$ cat config.mk
export PLATFORM = sky130hd
export DESIGN_NAME = oteq_datapath
export DESIGN_NICKNAME = d
export VERILOG_FILES = /design/src/rtl/oteq_pkg.sv /design/src/rtl/oteq_datapath.sv
export SDC_FILE = /design/constraint.sdc
export NUM_CORES = 2
export LEC_CHECK = 0
export ABC_AREA = 1
export BUFFER_PORTS_ARGS = -buffer_cell sky130_fd_sc_hd__buf_2
export CAP_MARGIN = 10
export CELL_PAD_IN_SITES_DETAIL_PLACEMENT = 0
export CELL_PAD_IN_SITES_GLOBAL_PLACEMENT = 2
export CORE_MARGIN = 3
export CORE_UTILIZATION = 37
export CTS_CLUSTER_DIAMETER = 150
export DETAILED_ROUTE_END_ITERATION = 8
export PLACE_DENSITY = 0.86
export SLEW_MARGIN = 10
export SYNTH_ARGS = -nofsm -noshare
export SYNTH_HDL_FRONTEND = slang
export SYNTH_SLANG_ARGS = --single-unit
$ cat constraint.sdc
create_clock -name clk -period 14.8 [get_ports clk]
set_clock_uncertainty 0.1 [all_clocks]
set_input_delay 4.44 -clock clk [delete_from_list [all_inputs] [get_ports clk]]
set_output_delay 4.44 -clock clk [all_outputs]
set_load 0.005 [all_outputs]
$ cat src/rtl/oteq_pkg.sv
// Shared constants and types for the one-tap equaliser.
package oteq_pkg;

  localparam int MAX_SC      = 256;
  localparam int ADDR_W      = $clog2(MAX_SC);
  localparam int LEN_W       = ADDR_W + 1;
  localparam int SAMPLE_W    = 16;
  localparam int FRAC_W      = 4;
  localparam int PROD_W      = 2 * SAMPLE_W;
  localparam int SUM_W       = PROD_W + 2;
  localparam int CFG_IDX_W   = 4;
  localparam int CFG_DATA_W  = LEN_W;
  localparam int IN_TDATA_W  = 4 * SAMPLE_W;
  localparam int OUT_TDATA_W = 2 * SAMPLE_W + ADDR_W;

  localparam logic [LEN_W-1:0]  LEN_MIN       = LEN_W'(2);
  localparam logic [LEN_W-1:0]  LEN_MAX       = LEN_W'(MAX_SC);
  localparam logic [LEN_W-1:0]  LEN_RESET     = LEN_W'(MAX_SC);
  localparam logic [FRAC_W-1:0] FRAC_RESET    = FRAC_W'(14);

  typedef enum logic [CFG_IDX_W-1:0] {
    REG_NUM_SUBCARRIERS = CFG_IDX_W'(0),
    REG_COEF_FRAC_BITS  = CFG_IDX_W'(1)
  } cfg_reg_t;

  typedef struct packed {
    logic signed [SAMPLE_W-1:0] re;
    logic signed [SAMPLE_W-1:0] im;
  } cplx_t;

  typedef struct packed {
    logic              rd_en;
    logic              wr_en;
    logic [ADDR_W-1:0] addr;
    cplx_t             wr_data;
  } coef_req_t;

  typedef struct packed {
    cplx_t             sample;
    cplx_t             coef;
    logic              load;
    logic [ADDR_W-1:0] pos;
    logic              last;
  } eq_item_t;

endpackage

$ cat src/rtl/oteq_datapath.sv
// Multiply, round and saturate pipeline with per-stage flow control.
module oteq_datapath (
  input  logic                            clk,
  input  logic                            rst,
  input  logic                            in_valid,
  output logic                            in_ready,
  input  oteq_pkg::eq_item_t              in_item,
  input  oteq_pkg::cplx_t                 mem_data,
  input  logic                            mem_valid,
  input  logic [oteq_pkg::FRAC_W-1:0]     frac,
  output logic                            out_valid,
  input  logic                            out_ready,
  output oteq_pkg::cplx_t                 out_eq,
  output logic [oteq_pkg::ADDR_W-1:0]     out_pos,
  output logic                            out_last,
  output logic                            out_sat
);
  import oteq_pkg::*;

  logic v1, v2, v3, v4;
  logic en1, en2, en3, en4;

  eq_item_t          s1;
  logic signed [PROD_W-1:0] p_rr, p_ii, p_ri, p_ir;
  logic [ADDR_W-1:0] pos2, pos3;
  logic              last2, last3;
  logic signed [SUM_W-1:0] sum_re, sum_im;

  cplx_t                   coef;
  logic signed [SUM_W-1:0] rnd;
  logic signed [SUM_W-1:0] sum_re_next, sum_im_next;
  logic signed [SUM_W-1:0] sh_re, sh_im;
  cplx_t                   eq_next;
  logic                    clip_re, clip_im;

  assign en4 = !v4 || out_ready;
  assign en3 = !v3 || en4;
  assign en2 = !v2 || en3;
  assign en1 = !v1 || en2;
  assign in_ready = en1 && !rst;
  assign out_valid = v4;

  always_ff @(posedge clk) begin
    if (rst) begin
      v1 <= 1'b0;
      v2 <= 1'b0;
      v3 <= 1'b0;
      v4 <= 1'b0;
    end else begin
      if (en1) v1 <= in_valid;
      if (en2) v2 <= v1;
      if (en3) v3 <= v2;
      if (en4) v4 <= v3;
    end
  end

  always_comb begin
    if (s1.load) begin
      coef = s1.coef;
    end else if (mem_valid) begin
      coef = mem_data;
    end else begin
      coef = '0;
    end
  end

  always_comb begin
    rnd = '0;
    if (frac != '0) begin
      rnd = SUM_W'(1) <<< (frac - FRAC_W'(1));
    end
    sum_re_next = SUM_W'(p_rr) - SUM_W'(p_ii) + rnd;
    sum_im_next = SUM_W'(p_ri) + SUM_W'(p_ir) + rnd;
  end

  always_comb begin
    sh_re   = sum_re >>> frac;
    sh_im   = sum_im >>> frac;
    clip_re = 1'b0;
    clip_im = 1'b0;
    if (sh_re > SUM_W'(32767)) begin
      eq_next.re = 16'sh7fff;
      clip_re    = 1'b1;
    end else if (sh_re < -SUM_W'(32768)) begin
      eq_next.re = 16'sh8000;
      clip_re    = 1'b1;
    end else begin
      eq_next.re = sh_re[SAMPLE_W-1:0];
    end
    if (sh_im > SUM_W'(32767)) begin
      eq_next.im = 16'sh7fff;
      clip_im    = 1'b1;
    end else if (sh_im < -SUM_W'(32768)) begin
      eq_next.im = 16'sh8000;
      clip_im    = 1'b1;
    end else begin
      eq_next.im = sh_im[SAMPLE_W-1:0];
    end
  end

  always_ff @(posedge clk) begin
    if (en1) begin
      s1 <= in_item;
    end
    if (en2) begin
      p_rr  <= s1.sample.re * coef.re;
      p_ii  <= s1.sample.im * coef.im;
      p_ri  <= s1.sample.re * coef.im;
      p_ir  <= s1.sample.im * coef.re;
      pos2  <= s1.pos;
      last2 <= s1.last;
    end
    if (en3) begin
      sum_re <= sum_re_next;
      sum_im <= sum_im_next;
      pos3   <= pos2;
      last3  <= last2;
    end
    if (en4) begin
      out_eq   <= eq_next;
      out_pos  <= pos3;
      out_last <= last3;
      out_sat  <= clip_re || clip_im;
    end
  end

endmodule

==> flow_metrics.tcl <==
set metrics [dict create \
    grt_max_degree 78 \
    insertion_delay_ns 0.69 \
    ys.flop_type "edfxtp_1" \
    dp_slack_ns 2.28 \
    synth-simple-area-share 0.158 \
    synth_fa_ha_area_frac 0.464 \
    synth.area.mux_share 0.000516 \
    dieArea_um2 162000 \
    startpoint "mem_valid" \
    cts_resized 0 \
    cts_buffers 44 \
    synth_top_area_cell "fa_1" \
    cts-root-buf "clkbuf_16" \
    antenna_found_initial 0 \
    via_count 44500 \
    drt_iter0_drc 3395 \
    fin_ws_ns 2.96 \
    grt_pass1_vias 47200 \
    ys_seq_elements 334 \
    criticalPathCategory "in2reg" \
    synth_most_common_cell "inv_1" \
    max_freq_ghz 0.0844 \
    period_share 0.800 \
    antennaDiodeCount 0 \
    async_reset_ff_frac 0 \
    worstMarginPinSlew_ns 1.22 \
    gp_congestion 0.935 \
    stdcell_count 8888 \
    core_area_um2 155000 \
    tns_ns 0 \
    start_util 0.375 \
    endpoint_kind "register" \
    dpl_cell_area_um2 61300 \
    synthTopCellsByArea "fa_1 37%, edfxtp_1 17%, inv_1 10%" \
    dr.pass1.iters 5 \
    synthDominantCellAreaShare 0.372 \
    synth_compound_area_frac 0.0564 \
    detail-route-antenna-nets 0 \
    met1_usage 0.333 \
    synth_warnings 0 \
    cts_tree "yes" \
    period_needed_ns 11.84 \
    postCtsHoldBufs 0 \
    cts_setup_buffers 0 \
    grt_usage 0.240 \
    drive_gt1_frac 0.0560 \
    overflow 0 \
    min_path_type "reg2reg" \
    status "completed" \
    finalSetupViolCount 0 \
    synth-xor-area-share 0.0292 \
    h-tree-depth 2 \
    wire_per_inst_um 21.5 \
    die_w_um 402 \
    synth_edf_count 330 \
    met3_usage 0.0487 \
    avgSynthCellArea_um2 8.62 \
    dp_cells 8808 \
    cts.sinks 334 \
    area.growth.synth_to_final_pct 8.17 \
    r2r-start "s1[9]$_DFFE_PN_" \
    final_area_um2 62900 \
    num_rows 144 \
    drv_slew 0 \
    drc_errors 0 \
    min-delay-start "pos2[1]$_DFFE_PP_" \
    ys_seq_area_frac 0.172 \
    io_buffers 158 \
    clk_pin_slew_worst_paths_ns 0.06 \
    synth.distinct_cells 55 \
    cts.path.max_buffers 3 \
    syn-instance-count 6741 \
    hpwl_um 153000 \
    grt.busiest_layer "met2" \
    critical_path.max_fanout 23 \
    wirelength_um 191000 \
    via_per_inst 5.00 \
    yosys-top-cells-count "1556 x inv_1, 1252 x nand2_1, 1081 x fa_1, 770 x nor2_1, 426 x ha_1" \
    cp.required_ns 15.05 \
    grt_pass1_wl_um 293000 \
    cp.arrival_ns 12.10 \
    die_y_um 402 \
    hold_viol 0 \
    maxCapViolCount 0 \
    met2_usage 0.373 \
    synth_fp_nets 8363 \
    synth_area_um2 58100 \
    layout.nets 8432 \
    grt_setup_unrepaired "false" \
    slew_headroom 0.181 \
    synth_top_family_by_area "adder cells" \
    boundaryPins 159 \
    start_kind "primary input" \
]
==> per-layer routing <==
layer | vias to the layer above | part of all wire
li1 | 20400 | -
met1 | 22200 | 0.44
met2 | 1585 | 0.44
met3 | 254 | 0.080
met4 | 0 | 0.042
met5 | - | 0
==> per-stage QoR <==
stage,utilization,hold slack [ns]
finish,0.405,0.320
global route,0.405,0.324
CTS,0.405,0.320
detailed placement,0.395,0.305
global placement,0.395,0.302
floorplan,-,0.300
==> layout make-up <==
| class | instances | area (µm²) |
|---|---|---|
| Sequential cell | 334 | 9990 |
| Clock buffer | 47 | 1110 |
| Tap cell | 2044 | 2560 |
| Clock inverter | 33 | 442 |
| Inverter | 1583 | 5960 |
| Multi-Input combinational cell | 4593 | 41300 |
| Timing Repair Buffer | 254 | 1540 |
| Fill cell | 15900 | 92200 |
==> cells by family after synthesis <==
| kind of cell | count (synthesis) |
|---|---|
| flip-flops | 334 |
| AO/OA/AOI/OAI | 561 |
| multiplexers | 3 |
| AND/OR/NAND/NOR | 2326 |
| adder cells (fa/ha/maj) | 1507 |
| other | 2 |
| buffers and inverters | 1814 |
| XOR/XNOR | 194 |
==> critical path, cell delays in order <==
cell and delay, ns:
buf_2 0.20, inv_1 0.06, nor2_1 0.24, inv_2 0.31, o22ai_4 0.19, buf_4 0.47, clkinv_1 0.89, nor2_1 0.68
fa_1 0.60, inv_1 0.15, fa_1 0.45, fa_1 0.52, inv_1 0.05, fa_1 0.50, inv_1 0.05, fa_1 0.47
inv_1 0.05, fa_1 0.47, ha_1 0.41, nand2_1 0.13, nor2_1 0.07, a221oi_1 0.29, o21ai_0 0.13, a21oi_1 0.16
xor2_1 0.10
==> final timing paths <==
kind                            slack, ns  cells past startpoint            endpoint
worst min register to register       0.32                      0   pos3[1]$_DFFE_PP_
worst min-delay path                 0.32                      0   pos3[1]$_DFFE_PP_
worst max-delay path                 2.96                     25  p_rr[31]$_DFFE_PP_
worst max register to register       6.49                     23  p_rr[31]$_DFFE_PP_
==> flip-flops by register name, indices dropped and copies added (netlist names) <==
name,flops
last3,1
pos3,8
p_ir,32
out_pos,8
out_valid,1
v1,1
sum_re,34
p_ii,32
p_rr,32
p_ri,32
out_sat,1
sum_im,34
out_eq,32
last2,1
out_last,1
pos2,8
v2,1
v3,1
s1,74
==> placed cells by master (no fill, tap or decap), types with 71 or more instances in the layout <==
master,count
a21oi_1,186
buf_2,158
buf_4,94
edfxtp_1,330
fa_1,1081
ha_1,426
inv_1,1552
nand2_1,1252
nand3_1,225
nor2_1,770
o21ai_0,186
xnor2_1,71
xor2_1,123
Power is left out: the tool's default activity adds up to more than one toggle a clock period on the data nets, which glitch-free logic cannot reach.
